File: config.mk
export PLATFORM = sky130hd
export DESIGN_NAME = pngunf_queue
export DESIGN_NICKNAME = d
export VERILOG_FILES = /design/src/design/pngunf_pkg.sv /design/src/design/pngunf_queue.sv
export VERILOG_INCLUDE_DIRS = /design/src /design/src/design
export SDC_FILE = /design/constraint.sdc
export NUM_CORES = 1
export LEC_CHECK = 0
export ABC_AREA = 1
export BUFFER_PORTS_ARGS = -buffer_cell sky130_fd_sc_hd__buf_2
export CAP_MARGIN = 20
export CORE_MARGIN = 2
export CORE_UTILIZATION = 53
export CTS_CLUSTER_SIZE = 28
export DETAILED_ROUTE_END_ITERATION = 7
export PLACE_DENSITY = 0.77
export SLEW_MARGIN = 15
export SYNTH_ARGS = -nofsm -noshare
export SYNTH_HDL_FRONTEND = slang
export SYNTH_SLANG_ARGS = --single-unit
File: constraint.sdc
create_clock -name clk -period 2.5 [get_ports clk]
set_input_delay 0.75 -clock clk [delete_from_list [all_inputs] [get_ports clk]]
set_output_delay 0.75 -clock clk [all_outputs]
set_load 0.02 [all_outputs]
File: src/design/assert_macros.svh
// Assertion helpers shared by the RTL. Each expects clk and rst_n in scope.
`ifndef ASSERT_MACROS_SVH
`define ASSERT_MACROS_SVH

`ifndef SYNTHESIS

// Property must hold at every clock edge outside reset.
`define ASSERT_ALWAYS(lbl, prop, msg) \
  lbl: assert property (@(posedge clk) disable iff (!rst_n) (prop)) else $error(msg);

// Expression must never be true outside reset.
`define ASSERT_NEVER(lbl, expr, msg) \
  lbl: assert property (@(posedge clk) disable iff (!rst_n) !(expr)) else $error(msg);

`else

`define ASSERT_ALWAYS(lbl, prop, msg)
`define ASSERT_NEVER(lbl, expr, msg)

`endif

`endif

File: src/design/pngunf_pkg.sv
package pngunf_pkg;

  // Default maximum image width in pixels
  localparam int MAX_WIDTH_DEF = 1024;

  // Queue depth between front and back
  localparam int QDEPTH = 2;

  // Configuration port
  localparam int CFG_IDX_W  = 1;
  localparam int CFG_DATA_W = 16;
  localparam logic [CFG_IDX_W-1:0] CFG_IDX_WIDTH  = 1'd0;
  localparam logic [CFG_IDX_W-1:0] CFG_IDX_HEIGHT = 1'd1;

  // Field widths
  localparam int CFG_WIDTH_W  = 11;
  localparam int CFG_HEIGHT_W = 16;
  localparam int BYTE_W       = 8;

  // Per-row filter types
  typedef enum logic [2:0] {
    FLT_NONE  = 3'd0,
    FLT_SUB   = 3'd1,
    FLT_UP    = 3'd2,
    FLT_AVG   = 3'd3,
    FLT_PAETH = 3'd4
  } filter_t;

  // Classification of one queued word
  typedef struct packed {
    filter_t filter;
    logic    row0;
    logic    err;
    logic    end_row;
    logic    end_img;
  } ctrl_t;

  // Paeth predictor on unsigned bytes
  function automatic logic [7:0] paeth(input logic [7:0] a, input logic [7:0] b,
                                       input logic [7:0] c);
    logic signed [10:0] da;
    logic signed [10:0] db;
    logic signed [10:0] dc;
    logic [9:0] pa;
    logic [9:0] pb;
    logic [9:0] pc;
    // pa = |b-c|, pb = |a-c|, pc = |a+b-2c|
    da = $signed({3'b000, b}) - $signed({3'b000, c});
    db = $signed({3'b000, a}) - $signed({3'b000, c});
    dc = da + db;
    pa = da[10] ? 10'(-da) : 10'(da);
    pb = db[10] ? 10'(-db) : 10'(db);
    pc = dc[10] ? 10'(-dc) : 10'(dc);
    if (pa <= pb && pa <= pc) begin
      return a;
    end else if (pb <= pc) begin
      return b;
    end else begin
      return c;
    end
  endfunction

endpackage

File: src/design/pngunf_queue.sv
// Small FIFO decoupling the parser from the reconstruction pipeline.
module pngunf_queue import pngunf_pkg::*; #(
  parameter int DW = 8
) (
  input  logic          clk,
  input  logic          rst_n,
  input  logic          push,
  input  logic [DW-1:0] wdata,
  output logic          full,
  input  logic          pop,
  output logic          not_empty,
  output logic [DW-1:0] rdata
);

  localparam int PW = (QDEPTH > 1) ? $clog2(QDEPTH) : 1;
  localparam int NW = $clog2(QDEPTH + 1);

  logic [DW-1:0] mem_r [QDEPTH];
  logic [PW-1:0] wptr_r, wptr_nxt;
  logic [PW-1:0] rptr_r, rptr_nxt;
  logic [NW-1:0] cnt_r, cnt_nxt;

  assign full      = (cnt_r == NW'(QDEPTH));
  assign not_empty = (cnt_r != '0);
  assign rdata     = mem_r[rptr_r];

  // Pointer and count update
  always_comb begin
    wptr_nxt = wptr_r;
    rptr_nxt = rptr_r;
    cnt_nxt  = cnt_r;
    if (push) begin
      wptr_nxt = (wptr_r == PW'(QDEPTH - 1)) ? '0 : wptr_r + PW'(1);
    end
    if (pop) begin
      rptr_nxt = (rptr_r == PW'(QDEPTH - 1)) ? '0 : rptr_r + PW'(1);
    end
    if (push && !pop) begin
      cnt_nxt = cnt_r + NW'(1);
    end else if (pop && !push) begin
      cnt_nxt = cnt_r - NW'(1);
    end
  end

  always_ff @(posedge clk) begin
    if (!rst_n) begin
      wptr_r <= '0;
      rptr_r <= '0;
      cnt_r  <= '0;
    end else begin
      wptr_r <= wptr_nxt;
      rptr_r <= rptr_nxt;
      cnt_r  <= cnt_nxt;
    end
  end

  // Storage
  always_ff @(posedge clk) begin
    if (push) begin
      mem_r[wptr_r] <= wdata;
    end
  end

`include "assert_macros.svh"

  `ASSERT_NEVER(a_q_overflow, push && full, "push into full queue")
  `ASSERT_NEVER(a_q_underflow, pop && !not_empty, "pop from empty queue")

endmodule

### Word level (Yosys, flattened, before mapping)

Memory sizes are Yosys's and may differ from the RTL's. A register that Yosys moved wholly into a read port is not among the register bits.
Index checks and enable logic that the tools add are counted.

| word-level totals | value |
|---|---|
| logic and storage cells | 23 |
| memories kept | 1 |
| memory bits (writable) | 16 |
| register bits after elaboration | 4 |

| operators by class | value |
|---|---|
| mux-type cells | 8 |
| add/sub/neg operators | 4 |
| reduce and logical (&&, ||, !) cells | 6 |
| equal/unequal tests | 1 |

Memories:

| name | words | width | rd ports | clocked after memory_dff | write ports | RTL line | text |
|---|---|---|---|---|---|---|---|
| mem_r | 2 | 8 | 1 | 1 | 1 | pngunf_queue.sv:18 | `logic [DW-1:0] mem_r [QDEPTH];` |

Operators by type and width:

| operator | count |
|---|---|
| two-way mux 1 bit | 6 |
| two-way mux 2 bit | 2 |
| nonzero test 2 bit | 2 |
| adder 1 bit, second input constant | 2 |
| adder 2 x 1 -> 2 bit, second input constant | 1 |
| equality test 2 bit, second input constant | 1 |
| logical AND 1 bit | 2 |
| zero test 1 bit | 2 |
| subtractor 2 x 1 -> 2 bit, second input constant | 1 |

### Depth between registers and ports, before layout

| depth | value |
|---|---|
| word-level depth | 4 |
| depth in mapped cells | 8 |

### Worst setup path before layout

OpenSTA, ideal clock, no wires.

| timing path | value |
|---|---|
| kind | flip-flop to output port |
| start point | reg with a tool-made name |
| end point | out rdata[0] |
| data arrival time | 782 ps |
| path slack | 968 ps |
| stages on the path, launching flop included | 3 |
| required time | 1750 ps |
| path buffers | 1 |
| cell sequence | dfxtp_1 buf_6 mux2_4 |

RTL lines:

| element | RTL line | text |
|---|---|---|
| end: declaration | pngunf_queue.sv:12 | `output logic [DW-1:0] rdata` |

==> out/summary.txt <==
Final setup fails -> 0
Syn nets -> 73
Sw frac -> 24.33%
Final period util -> 87.46%
GRT met2 Usage -> 22.94%
Mapped Avg Cell Area -> 14.03 sq um
First DRT Iteration DRCs -> 2
Top post-synthesis cells by area -> edfxtp_1 (57%), mux2_4 (14%), dfxtp_1 (12%)
P_sw -> 163.0 uW
First-pass GRT wire length -> 1.959 mm
CTS Buf Count -> 3
Core area -> 0.001506 sq mm
# diodes -> 0
First drt pass iteration count -> 3
Post-synthesis sequential area ratio -> 68.95%
Seq pwr share -> 61.3%
Pwr per Cell Area -> 677.0 mW/mm^2
# IOs -> 22
Post-Synthesis Cells -> 60
Vias in the first global route -> 486
Final core utilization -> 65.70%
Clock transition at the registers of the reported paths -> 0.11 ns
Setup WS pre-CTS -> 0.6251 ns
DPL Wire Length -> 882.2 microns
Leading area contributor after synthesis -> edfxtp_1
Post-route setup slack -> 0.3134 ns
CTS resizes -> 0
Clock Latency Late Sink -> 0.30 ns
Area grow syn2layout -> 17.53%
Worst-case clock buffer depth -> 2
Worst Path Required -> 1.75 ns
Worst Max-Slew Pin Slew -> 0.4854 ns
Synthesis Warnings -> 0
Post-CTS setup buffer count -> 0
Crit-path cells -> mux2_4 -> buf_2
Final Net Count -> 99
Critical Path AT -> 1.44 ns
CP max FO -> 8
Combinational share of power -> 15.2%
DR vias/cell -> 4.772
Final TNS setup -> 0 ns
Initial Util -> 55.90%
Pint -> 507.0 uW
Status -> finished, final reports clean
Overall die width -> 43.86 microns
Share of cells above drive strength 1 -> 41.18%
Worst setup SP type -> register
Initial antenna violation count -> 0
Vias -> 482
Worst min-delay path category -> register to register
Most common cell after layout, fill and taps aside -> buf_2
Drt wl/cell -> 11.58 microns
Slowest stage cell, crit path -> dfxtp_1
Total GRT Usage -> 14.84%
Synth Register Bits -> 21
Clock power share -> 23.5%
Die Footprint -> 0.001924 sq mm
CTS Sinks -> 21
Distinct cell type count after synthesis -> 14
Die Y -> 43.86 microns
Remaining Overflow, GRT -> 0
CTS tree -> yes
Share of the synthesized area in the top cell type -> 57.06%
Slowest Stage Delay on Critical Path -> 0.64 ns
ANT nets after route -> 0
Total wire length -> 1.170 mm
CTS Hold Bufs -> 0
GP Congestion -> 0.7416
Std-Cell Rows -> 14
Top delay family on crit path -> flip-flops
Crit end category -> primary output
RSZ-0062 raised after global routing -> no
Post-Syn Area -> 842.1 sq um
Slew headroom -> 67.59%
Fin Clk Skew -> 0.001877 ns
Crit path kind -> register to primary output
Final Hold Viols -> 0
VDD IR max -> 0.3423 mV
H-tree depth -> 1
CTS root buf -> clkbuf_4
Port Buf Inserts -> 21
Largest net degree at the start of global routing -> 12
Commonest non-fill, non-tap cells in the layout -> buf_2 (21), edfxtp_1 (16), mux2_4 (8), nor2_1 (8), nand2_1 (8)
Met1 global-route usage -> 16.43%
Worst Path Buf+Inv -> 1
Slew Viols, Final -> 0
Global route hottest layer -> met2
Leak pwr -> 0.0004516 uW
DRC viols -> 0
Max cap viols -> 0
Met3 Usage GRT -> 4.583%
Min Tclk post-route -> 2.187 ns
Max Fclk -> 457.3 MHz
Power, Total -> 670.0 uW
==> flip-flops by register name, indices dropped and copies added (netlist names), named ones only <==
name / cells
mem_r: 16
cnt_r: 2
wptr_r: 1
rptr_r: 1
==> final timing paths <==
kind	cells after the start	end	slack, ns	start
max	2	rdata[7]	0.31	register
min	2	wptr_r	0.52	wptr_r
max reg2reg	2	mem_r[0][4]	1.33	wptr_r
min reg2reg	2	wptr_r	0.52	wptr_r
==> area by class of cell <==
cell class	count	area [sq um]
Clock buffer	4	26.28
Multi-Input combinational cell	30	220.2
Tap cell	16	20.02
Fill cell	126	516.7
Inverter	8	30.03
Sequential cell	21	580.6
Timing Repair Buffer	22	112.6
==> power groups by stage <==
stage | Sequential, uW | Clock (uW) | Combinational (uW)
floorplan | 412 | 0 | 76.4
global placement | 418 | 0 | 100
detailed placement | 419 | 0 | 103
CTS | 411 | 167 | 104
global route | 413 | 177 | 112
finish | 410 | 158 | 102
==> Yosys cell counts, drive strengths merged <==
master   n
ha       1
nand2    9
mux2     8
a21oi    1
buf      1
nor2     8
inv      8
nand3    1
o21ai    1
edfxtp  16
dfxtp    5
nand4    1
==> layer usage <==
metal  wire (microns)  vias up  part of all wire (%)
met5                0        -                     0
met4               29        0                   2.5
met3               78        4                   6.7
met2              552       14                    47
met1              510      213                    44
li1                 -      251                     -
==> metrics by stage <==
stage | hold WS (ns) | cell area, sq um | cells
2_1_floorplan | 0.4635 | 842.1 | 60
3_3_place_gp | 0.4742 | 963.4 | 97
3_5_place_dp | 0.4970 | 963.4 | 97
4_1_cts | 0.5208 | 989.7 | 101
5_1_grt | 0.5792 | 989.7 | 101
6_report | 0.5198 | 989.7 | 101
==> tightest hold or removal path, cell delays in order (launching register included) <==
cell	delay, ns
dfxtp_1	0.34
nor2_1	0.10
nor2_1	0.05
==> cell families after synthesis <==
group | Yosys count | share of synthesized area (%)
buffers and inverters | 9 | 4.903
adder cells (fa/ha/maj) | 1 | 1.486
multiplexers | 8 | 14.27
AND/OR/NAND/NOR | 19 | 9.213
AO/OA/AOI/OAI | 2 | 1.188
flip-flops | 21 | 68.95
No activity file was read; power rests on OpenSTA's default activity.
