`src/design/assert_macros.svh`:
```
// Assertion helpers shared by the RTL. Each expects clk and rst_n in scope.
`ifndef ASSERT_MACROS_SVH
`define ASSERT_MACROS_SVH

`ifndef SYNTHESIS

// Property must hold at every clock edge outside reset.
`define ASSERT_ALWAYS(lbl, prop, msg) \
  lbl: assert property (@(posedge clk) disable iff (!rst_n) (prop)) else $error(msg);

// Expression must never be true outside reset.
`define ASSERT_NEVER(lbl, expr, msg) \
  lbl: assert property (@(posedge clk) disable iff (!rst_n) !(expr)) else $error(msg);

`else

`define ASSERT_ALWAYS(lbl, prop, msg)
`define ASSERT_NEVER(lbl, expr, msg)

`endif

`endif

```
`src/design/pngunf_pkg.sv`:
```
package pngunf_pkg;

  // Default maximum image width in pixels
  localparam int MAX_WIDTH_DEF = 1024;

  // Queue depth between front and back
  localparam int QDEPTH = 2;

  // Configuration port
  localparam int CFG_IDX_W  = 1;
  localparam int CFG_DATA_W = 16;
  localparam logic [CFG_IDX_W-1:0] CFG_IDX_WIDTH  = 1'd0;
  localparam logic [CFG_IDX_W-1:0] CFG_IDX_HEIGHT = 1'd1;

  // Field widths
  localparam int CFG_WIDTH_W  = 11;
  localparam int CFG_HEIGHT_W = 16;
  localparam int BYTE_W       = 8;

  // Per-row filter types
  typedef enum logic [2:0] {
    FLT_NONE  = 3'd0,
    FLT_SUB   = 3'd1,
    FLT_UP    = 3'd2,
    FLT_AVG   = 3'd3,
    FLT_PAETH = 3'd4
  } filter_t;

  // Classification of one queued word
  typedef struct packed {
    filter_t filter;
    logic    row0;
    logic    err;
    logic    end_row;
    logic    end_img;
  } ctrl_t;

  // Paeth predictor on unsigned bytes
  function automatic logic [7:0] paeth(input logic [7:0] a, input logic [7:0] b,
                                       input logic [7:0] c);
    logic signed [10:0] da;
    logic signed [10:0] db;
    logic signed [10:0] dc;
    logic [9:0] pa;
    logic [9:0] pb;
    logic [9:0] pc;
    // pa = |b-c|, pb = |a-c|, pc = |a+b-2c|
    da = $signed({3'b000, b}) - $signed({3'b000, c});
    db = $signed({3'b000, a}) - $signed({3'b000, c});
    dc = da + db;
    pa = da[10] ? 10'(-da) : 10'(da);
    pb = db[10] ? 10'(-db) : 10'(db);
    pc = dc[10] ? 10'(-dc) : 10'(dc);
    if (pa <= pb && pa <= pc) begin
      return a;
    end else if (pb <= pc) begin
      return b;
    end else begin
      return c;
    end
  endfunction

endpackage

```
`src/design/pngunf_front.sv`:
```
// Stream parser: config registers, row/column tracking, filter byte capture.
module pngunf_front import pngunf_pkg::*; #(
  parameter int MAX_WIDTH = MAX_WIDTH_DEF,
  localparam int CW = $clog2(MAX_WIDTH * 4)
) (
  input  logic                  clk,
  input  logic                  rst_n,
  input  logic                  cfg_we,
  input  logic [CFG_IDX_W-1:0]  cfg_index,
  input  logic [CFG_DATA_W-1:0] cfg_data,
  input  logic                  in_valid,
  output logic                  in_stall,
  input  logic [BYTE_W-1:0]     in_byte,
  input  logic                  q_full,
  output logic                  push,
  output ctrl_t                 ent_ctrl,
  output logic [BYTE_W-1:0]     ent_byte,
  output logic [CW-1:0]         ent_col
);

  localparam int EW  = $clog2(MAX_WIDTH + 1);
  localparam int RBW = EW + 2;

  logic [CFG_WIDTH_W-1:0]  width_r;
  logic [CFG_HEIGHT_W-1:0] height_r;
  logic [CW-1:0]           col_r, col_nxt;
  logic [CFG_HEIGHT_W-1:0] row_r, row_nxt;
  filter_t                 filt_r, filt_nxt;
  logic                    await_r, await_nxt;
  logic                    halted_r, halted_nxt;

  logic [EW-1:0]           wid_eff;
  logic [RBW-1:0]          row_bytes;
  logic [RBW-1:0]          col_inc;
  logic [CFG_HEIGHT_W-1:0] h_eff;
  logic [CFG_HEIGHT_W:0]   row_inc;
  logic                    end_row;
  logic                    end_img;
  logic                    accept;

  assign in_stall = q_full;
  assign accept   = in_valid && !in_stall;

  // Clamp configured geometry
  always_comb begin
    if (width_r == '0) begin
      wid_eff = EW'(1);
    end else if (32'(width_r) > 32'(MAX_WIDTH)) begin
      wid_eff = EW'(MAX_WIDTH);
    end else begin
      wid_eff = EW'(width_r);
    end
  end
  assign h_eff     = (height_r == '0) ? CFG_HEIGHT_W'(1) : height_r;
  assign row_bytes = {wid_eff, 2'b00};
  assign col_inc   = RBW'(col_r) + RBW'(1);
  assign row_inc   = {1'b0, row_r} + (CFG_HEIGHT_W + 1)'(1);
  assign end_row   = col_inc >= row_bytes;
  assign end_img   = end_row && (row_inc >= {1'b0, h_eff});

  // Classify the accepted byte
  always_comb begin
    col_nxt    = col_r;
    row_nxt    = row_r;
    filt_nxt   = filt_r;
    await_nxt  = await_r;
    halted_nxt = halted_r;
    push       = 1'b0;
    ent_ctrl   = '{filter: filt_r, row0: (row_r == '0), err: 1'b0,
                   end_row: end_row, end_img: end_img};
    ent_byte   = in_byte;
    ent_col    = col_r;
    if (accept && !halted_r) begin
      if (await_r) begin
        if (in_byte > BYTE_W'(FLT_PAETH)) begin
          push       = 1'b1;
          halted_nxt = 1'b1;
          ent_ctrl   = '{filter: FLT_NONE, row0: 1'b1, err: 1'b1,
                         end_row: 1'b0, end_img: 1'b0};
        end else begin
          filt_nxt  = filter_t'(in_byte[2:0]);
          await_nxt = 1'b0;
        end
      end else begin
        push = 1'b1;
        if (end_row) begin
          col_nxt   = '0;
          await_nxt = 1'b1;
          row_nxt   = end_img ? '0 : row_inc[CFG_HEIGHT_W-1:0];
        end else begin
          col_nxt = col_inc[CW-1:0];
        end
      end
    end
  end

  // State and config registers
  always_ff @(posedge clk) begin
    if (!rst_n) begin
      width_r  <= CFG_WIDTH_W'(1);
      height_r <= CFG_HEIGHT_W'(1);
      col_r    <= '0;
      row_r    <= '0;
      filt_r   <= FLT_NONE;
      await_r  <= 1'b1;
      halted_r <= 1'b0;
    end else begin
      col_r    <= col_nxt;
      row_r    <= row_nxt;
      filt_r   <= filt_nxt;
      await_r  <= await_nxt;
      halted_r <= halted_nxt;
      if (cfg_we) begin
        case (cfg_index)
          CFG_IDX_WIDTH:  width_r  <= cfg_data[CFG_WIDTH_W-1:0];
          CFG_IDX_HEIGHT: height_r <= cfg_data;
          default: ;
        endcase
      end
    end
  end

`include "assert_macros.svh"

  `ASSERT_NEVER(a_no_push_halted, halted_r && push, "word queued after halt")
  `ASSERT_NEVER(a_halt_at_filter, halted_r && !await_r, "halted outside filter position")

endmodule

```
`config.mk`:
```
export PLATFORM = sky130hd
export DESIGN_NAME = pngunf_front
export DESIGN_NICKNAME = d
export VERILOG_FILES = /design/src/design/pngunf_pkg.sv /design/src/design/pngunf_front.sv
export VERILOG_INCLUDE_DIRS = /design/src /design/src/design
export SDC_FILE = /design/constraint.sdc
export NUM_CORES = 1
export LEC_CHECK = 0
export BUFFER_PORTS_ARGS = -buffer_cell sky130_fd_sc_hd__buf_4
export CAP_MARGIN = 25
export CORE_ASPECT_RATIO = 1.4
export CORE_UTILIZATION = 23
export DETAILED_ROUTE_END_ITERATION = 10
export GPL_TIMING_DRIVEN = 1
export RECOVER_POWER = 100
export SETUP_SLACK_MARGIN = 0.4
export SLEW_MARGIN = 10
export SYNTH_ARGS = -nofsm -noshare
export SYNTH_HDL_FRONTEND = slang
export SYNTH_SLANG_ARGS = --single-unit
export TNS_END_PERCENT = 5
```
`constraint.sdc`:
```
create_clock -name clk -period 3.3 [get_ports clk]
set_clock_uncertainty 0.05 [all_clocks]
set_input_delay 0.33 -clock clk [delete_from_list [all_inputs] [get_ports clk]]
set_output_delay 0.33 -clock clk [all_outputs]
set_load 0.05 [all_outputs]
```
* Yosys cells after proc, flatten, opt, wreduce, memory -nomap -nowiden
Index checks and enable logic that the tools add are counted.
** Storage, ports and cells
- Bits in registers :: 60
- Input bits :: 30
- Output and inout bits :: 29
** Operators by class
- Add/sub/neg operators :: 2
- Magnitude comparators :: 4
- Muxes and demuxes :: 13
- Bitwise operators :: 3
- Reductions and logical operators :: 14
** Operators with widths (number)
- 16-bit zero test :: 2
- 16-bit 2-to-1 mux :: 2
- 11-bit 2-to-1 mux :: 2
- 7-bit 2-to-1 mux :: 3
- 16-bit by 1-bit adder with 17-bit output (second input constant) :: 1
- 17-bit by 16-bit greater-or-equal comparator with 1-bit output :: 1
- 12-bit by 1-bit adder with 13-bit output (second input constant) :: 1
- 13-bit greater-or-equal comparator :: 1
- 12-bit 2-to-1 mux :: 1
- 11-bit greater-than comparator (second input constant) :: 1
- 11-bit zero test :: 1
- 3-bit AND reduction :: 3
- 8-bit by 3-bit greater-than comparator with 1-bit output (second input constant) :: 1
- 2-bit AND reduction :: 3
- 1-bit 2-to-1 mux :: 5
- 1-bit logical AND :: 3
- 1-bit inverter :: 3
- 1-bit zero test :: 2

* Longest topological paths before layout
Gate-level depths: netlist of the first run.
- Depth in word-level cells :: 8
- Depth in mapped cells :: 15
- Gate-level depth less buffers :: 12

* Least setup slack after synthesis of the first run
OpenSTA, ideal clock, no wires.
- Kind :: reg-to-output
- Start :: reg col_r[0] (netlist: ent_col[0])
- End :: out ent_ctrl[0] in the netlist's numbering
- Arrival time :: 3.633 ns
- Path slack :: -0.713 ns
- Cell stages (with the launch flop) :: 13
- Path buffers :: 0
- Path through :: dfxtp_1 -> ha_1 -> nand2_1 -> nor3_1 -> and3_1 -> xor2_1 -> ha_1 -> nand4_1 -> o21bai_1 -> o31ai_1 -> a21oi_1 -> nor2_1 -> nor3b_1
** RTL lines
- from (decl) :: RTL line pngunf_front.sv:26 : logic [CW-1:0] col_r, col_nxt;
- from (signal assigned) :: RTL line pngunf_front.sv:108 : col_r <= col_nxt;
- to (decl) :: RTL line pngunf_front.sv:16 : output ctrl_t ent_ctrl,

==> results.ini, run 1 <==
[run_status]
status=finished clean

[floorplanning]
ios=59
die-area_um2=16500
coreArea_um2=15600
start_util_pct=23.6
num_rows=54
die_h_um=152
die-width_um=109

[synth]
synthSimpleGateAreaFrac_pct=24.7
synth-seq-cells=60
ys_seq_area_share_pct=32.6
synth-edff-count=0
synth.distinct_cells=53
synthMuxAreaShare_pct=0.816
syn_area_per_cell_um2=8.18
synth_flop_cell=dfxtp_1
synth-xor-area-share_pct=8.33
synth-compound-area-share_pct=16.4
async_reset_ff_share_pct=0
synth_cells=450
netlist_area_um2=3680
syn_nets=510
synthAdderAreaFrac_pct=10.2
ys.warnings.count=0
synth_top_family_by_area=simple AND/OR/NAND/NOR gates

[timing]
relSlewSlack_pct=45.9
holdWs_ps=186
fmax_mhz=304
tightest_slew_ps=811
fin_crit_ps=3280
rsz0062_at_grt=true
final_hold_viol_count=0
worst_slack_ps=15.7
finalSetupViolCount=0
slew_violations=0
finalCritPeriodShare_pct=99.5

[placement]
gp_congestion=0.816
place_inst=679
dp_slack_ps=75.9
placed_area_um2=4330
place.detailed.hpwl_um=7200
portBuffers=58

[drt]
wl_met1_um=3930
wire_per_inst_um=13.6
highest_layer=met4
dr.pass1.iters=4
route.met2.wl_um=5110
wirelength_um=9610
wl_met3_um=451
drcViolationCount=0
ant_nets=0
drt_iter0_drc=121
vias=3281
viasPerCell=4.63

[layout]
multi_input_area_um2=2430
fin_cells=708
antenna_cells=0
fill_cells=1652
nNetsFinal=567
syn_to_final_growth_pct=30.4
regArea_um2=1240
design_area_um2=4800
fin_util_pct=30.7
drive_gt1_share_pct=22.3

[setup_path]
setup.worst_path.start_class=register
required_ps=2920
end_kind=output pin
worst-endpoint-arrival_ps=2900
crit_fanout=5
crit_type=register to output pin

[global_route]
grt_max_degree=55
grt_pass1_wl_um=15100
antenna_found_initial=0
first_global_vias=3266
grt_use_total_pct=11.7
overflow=0

[cts]
root_buffer=clkbuf_16
cts_made_buffers=9
cts_tree=yes
cts.clk_slew.worst_paths_ps=50
cts.sinks=60
ctsHoldBuffers=0
h-tree-depth=3
clk_latency_ps=330
clockBufferDepth=2

[power]
pwr_density_cell_nw_per_um2=402
p_leak_uw=0.00188
ir_drop_uv=277

[worst_hold_path]
hold_path_class=input pin to register

[flow_run]
maxCapViolCount=0

==> flip-flops by register name (all words and copies together), names as in the netlist <==
signal / cells
await_r: 1
ent_col: 12
filt_r: 3
halted_r: 1
height_r: 16
row_r: 16
width_r: 11
==> path summary, 6_finish.rpt <==
check | start | endpoint | slack [ps] | depth (start not counted)
setup / recovery | row_r[0] | ent_ctrl[0] | 20 | 12
hold / removal | cfg_data[0] | width_r[0] | 190 | 3
setup reg to reg | ent_col[0] | row_r[0] | 170 | 14
hold reg to reg | halted_r | halted_r | 430 | 1
==> routing by layer <==
layer  GRT usage [%]  up-vias
met2            21.8       65
met1            12.4     1537
met5               0        -
met4            4.93        0
li1                -     1671
met3            2.87        8
==> power breakdown <==
| part | switching, uW | internal, uW |
|---|---|---|
| combinational | 127 | 81.1 |
| clock | 342 | 630 |
| sequential | 14.1 | 736 |
==> synth_stat cells (3+ instances only) <==
master	instances	area share (%)
buf_4	10	2.0
nor4_1	7	1.2
nand4_1	7	1.2
xor2_1	12	2.9
xnor2_1	23	5.5
nand2b_1	3	0.51
nand2_1	87	8.9
dfxtp_1	60	33
a32o_1	12	3.3
nand3_1	20	2.7
clkbuf_1	12	1.2
a21oi_1	8	1.1
ha_1	30	10
a21boi_0	26	5.3
and3_1	7	1.2
o21ai_0	8	1.1
nor2b_1	6	1.0
nor2_1	27	2.8
a211oi_1	3	0.61
nor3_1	7	0.95
inv_1	23	2.3
mux2i_1	3	0.82
a41o_1	3	0.82
and2_1	8	1.4
==> per-stage QoR <==
step                      total power (uW)  setup TNS, ps
final                                 1930              0
after global routing                  2010           -120
after CTS                             1950              0
after detailed placement               971              0
after global placement                 967              0
after floorplan                        905              0
==> final cells by class <==
class / instances / area share (%)
inverters: 24 / 1.88
multi-input cells: 337 / 50.7
well taps: 196 / 5.11
flip-flops and latches: 60 / 25.8
repair buffers: 75 / 10.0
clock inverters: 5 / 1.23
clock buffers: 11 / 5.29
==> logic make-up after synthesis <==
group,after synthesis
and+or+nand+nor,192
AOI/OAI and AO/OA,77
DFF,60
buffers and inverters,53
xor gates and xnor gates,35
adders and majority gates,30
muxes,3
==> cell usage in the layout (no fill, tap or decap), types with 2 or more instances in the layout <==
master and n:
nand3_2 3, o21ai_1 2, o211ai_1 2, clkbuf_1 27
nor2b_1 6, nand3_4 2, a21boi_0 26, nand3_1 16
and3_1 5, nor4_1 7, ha_4 3, mux2i_1 3
clkinvlp_4 2, or2_2 2, a21oi_1 8, nor2_2 4
ha_1 26, and2_0 4, o32ai_1 2, dfxtp_2 8
nor2_1 23, a32o_1 12, buf_4 47, clkbuf_16 10
inv_1 23, xnor2_1 21, nand4_1 7, nor3_4 2
dfxtp_1 45, a41o_1 3, o21ai_0 6, dfxtp_4 7
xor2_1 11, a211oi_1 2, a31oi_1 2, nor3_1 6
nand2_1 86, and2_1 3, nand2b_1 3, and3_4 3
==> critical path, cell delays in order, from the launching register on <==
cell,delay [ps]
dfxtp_4,370
ha_4,170
and4_4,240
and3_4,200
nand3_1,140
xnor2_2,180
ha_2,210
a2111oi_4,290
o21ai_1,120
a22oi_2,200
nand3_2,130
nor3b_4,180
buf_6,150
==> timing repair <==
| item | CTS | global route |
|---|---|---|
| pin swaps | 2 | 16 |
| buffers inserted | 2 | 11 |
| gates resized for setup | 10 | 26 |
| setup endpoints to repair | 30 | 31 |
| endpoints found under the hold margin | 0 | 0 |
No activity file was read; power rests on OpenSTA's default activity.
==> run 2: changes to the inputs <==
PLACE_DENSITY = 0.43   (was unset)
==> results.ini, run 2 (synthesized netlist as in run 1, its figures left out) <==
[setup_path]
worst_path_dominant_cell_family=simple AND/OR/NAND/NOR gates
end_kind=output pin
critPathBufInv=1
crit_fanout=5
worst-endpoint-arrival_ps=2840
slowest_delay_ps=370
critPathSlowestCell=dfxtp_4
crit_type=register to output pin
required_ps=2920
setup.worst_path.start_class=register
worstPathCellList=ha_4 -> and4_4 -> and3_4 -> nand3_2 -> xnor2_2 -> ha_2 -> a2111oi_4 -> o21ai_1 -> a22oi_2 -> nand3_4 -> nor3b_4 -> buf_6

[drt]
viasPerCell=4.61
drcViolationCount=0
wire_per_inst_um=14.6
drt_iter0_drc=157
ant_nets=0
vias=3277
dr.pass1.iters=4
wirelength_um=10400

[timing]
tightest_slew_ps=859
relSlewSlack_pct=42.7
slew_violations=0
finalSetupViolCount=0
worst_slack_ps=84.0
final_hold_viol_count=0
rsz0062_at_grt=true
finalCritPeriodShare_pct=97.5
fin_crit_ps=3220
fmax_mhz=311

[floorplanning]
num_rows=54
die_h_um=152
coreArea_um2=15600
ios=59
die-area_um2=16500
start_util_pct=23.6
die-width_um=109

[placement]
portBuffers=58
gp_congestion=0.797
place.detailed.hpwl_um=7560
place_inst=679
dp_slack_ps=-0.349

[layout]
drive_gt1_share_pct=28.3
fill_cells=1669
final_common_cell=nand2_1
fin_cells=711
final_cell_mix=nand2_1, buf_4, dfxtp_1
nNetsFinal=570
syn_to_final_growth_pct=35.0
regArea_um2=1250
antenna_cells=0
multi_input_area_um2=2600

[power]
internal_power_uw=1370
p_sw_share_pct=27.5
p_leak_uw=0.00193
ir_drop_uv=251
p_clk_share_pct=49.2
pwr_density_cell_nw_per_um2=381
combPwrFrac_pct=11.3
power_frac_seq_pct=39.5
power.switching_uw=520

[cts]
root_buffer=clkbuf_16
h-tree-depth=3
cts.clk_slew.worst_paths_ps=60
ctsHoldBuffers=0
cts_made_buffers=9
clk_latency_ps=340
cts_tree=yes
clockBufferDepth=2
cts.sinks=60

[global_route]
grt_use_total_pct=13.2
antenna_found_initial=0
first_global_vias=3280
grt_pass1_wl_um=16600
grt_max_degree=55
overflow=0

[flow_run]
maxCapViolCount=0

[worst_hold_path]
hold_path_class=input pin to register

[run_status]
status=finished clean

==> run 2: cell count changes in the layout (fill, tap and decap cells not counted), sizes merged <==
cell / change
bufinv: -1
inv: +2
clkinv: +1
buf: +2
clkinvlp: -1
==> run 2: timing repair <==
action	4_1_cts	5_1_grt
pin swaps	9	44
cloned	0	0
setup buffers	10	6
endpoints found under the setup margin	18	30
gates resized for setup	32	49
==> run 2: layout make-up <==
cell class / count / share of cell area, %
multi-input cells: 337 / 52.3
flip-flops and latches: 60 / 25.1
repair buffers: 78 / 9.95
clock buffers: 10 / 5.04
well taps: 196 / 4.94
inverters: 24 / 1.81
clock inverters: 6 / 0.907
==> run 2: tightest hold or removal path, stage by stage <==
cell and delay, ps:
buf_4 90, nand2_1 50, nand3_1 60
==> run 2: per-stage QoR <==
stage	util [%]	hold WS (ps)	area, um2	TNS (ps)	power [uW]
6_report	31.8	180	4970	0	1890
5_1_grt	31.8	203	4970	-180	1980
4_1_cts	31.0	172	4840	0	1910
3_5_place_dp	27.7	412	4330	-0.349	974
3_3_place_gp	27.7	403	4330	0	972
2_1_floorplan	-	391	3780	0	905
==> run 2: path summary, 6_finish.rpt <==
kind / startpoint / to / slack [ps] / cells after the start
max: row_r[1] / ent_ctrl[0] / 80 / 12
min: cfg_data[0] / width_r[0] / 180 / 3
max reg2reg: ent_col[0] / ent_col[3] / 90 / 14
min reg2reg: halted_r / halted_r / 430 / 1
==> run 2: metal layers <==
layer | vias to the layer above | wire (um) | track usage [%]
met4 | 0 | 157 | 4.66
li1 | 1669 | - | -
met5 | - | 0 | 0
met1 | 1542 | 4190 | 14.3
met3 | 11 | 340 | 2.35
met2 | 55 | 5690 | 25.2
==> run 2: power by group through the flow <==
stage               logic [uW]  registers [uW]  clock network, uW
floorplan                  141             764                  0
global placement           203             769                  0
detailed placement         204             770                  0
CTS                        213             750                951
global route               237             750                990
finish                     214             748                931
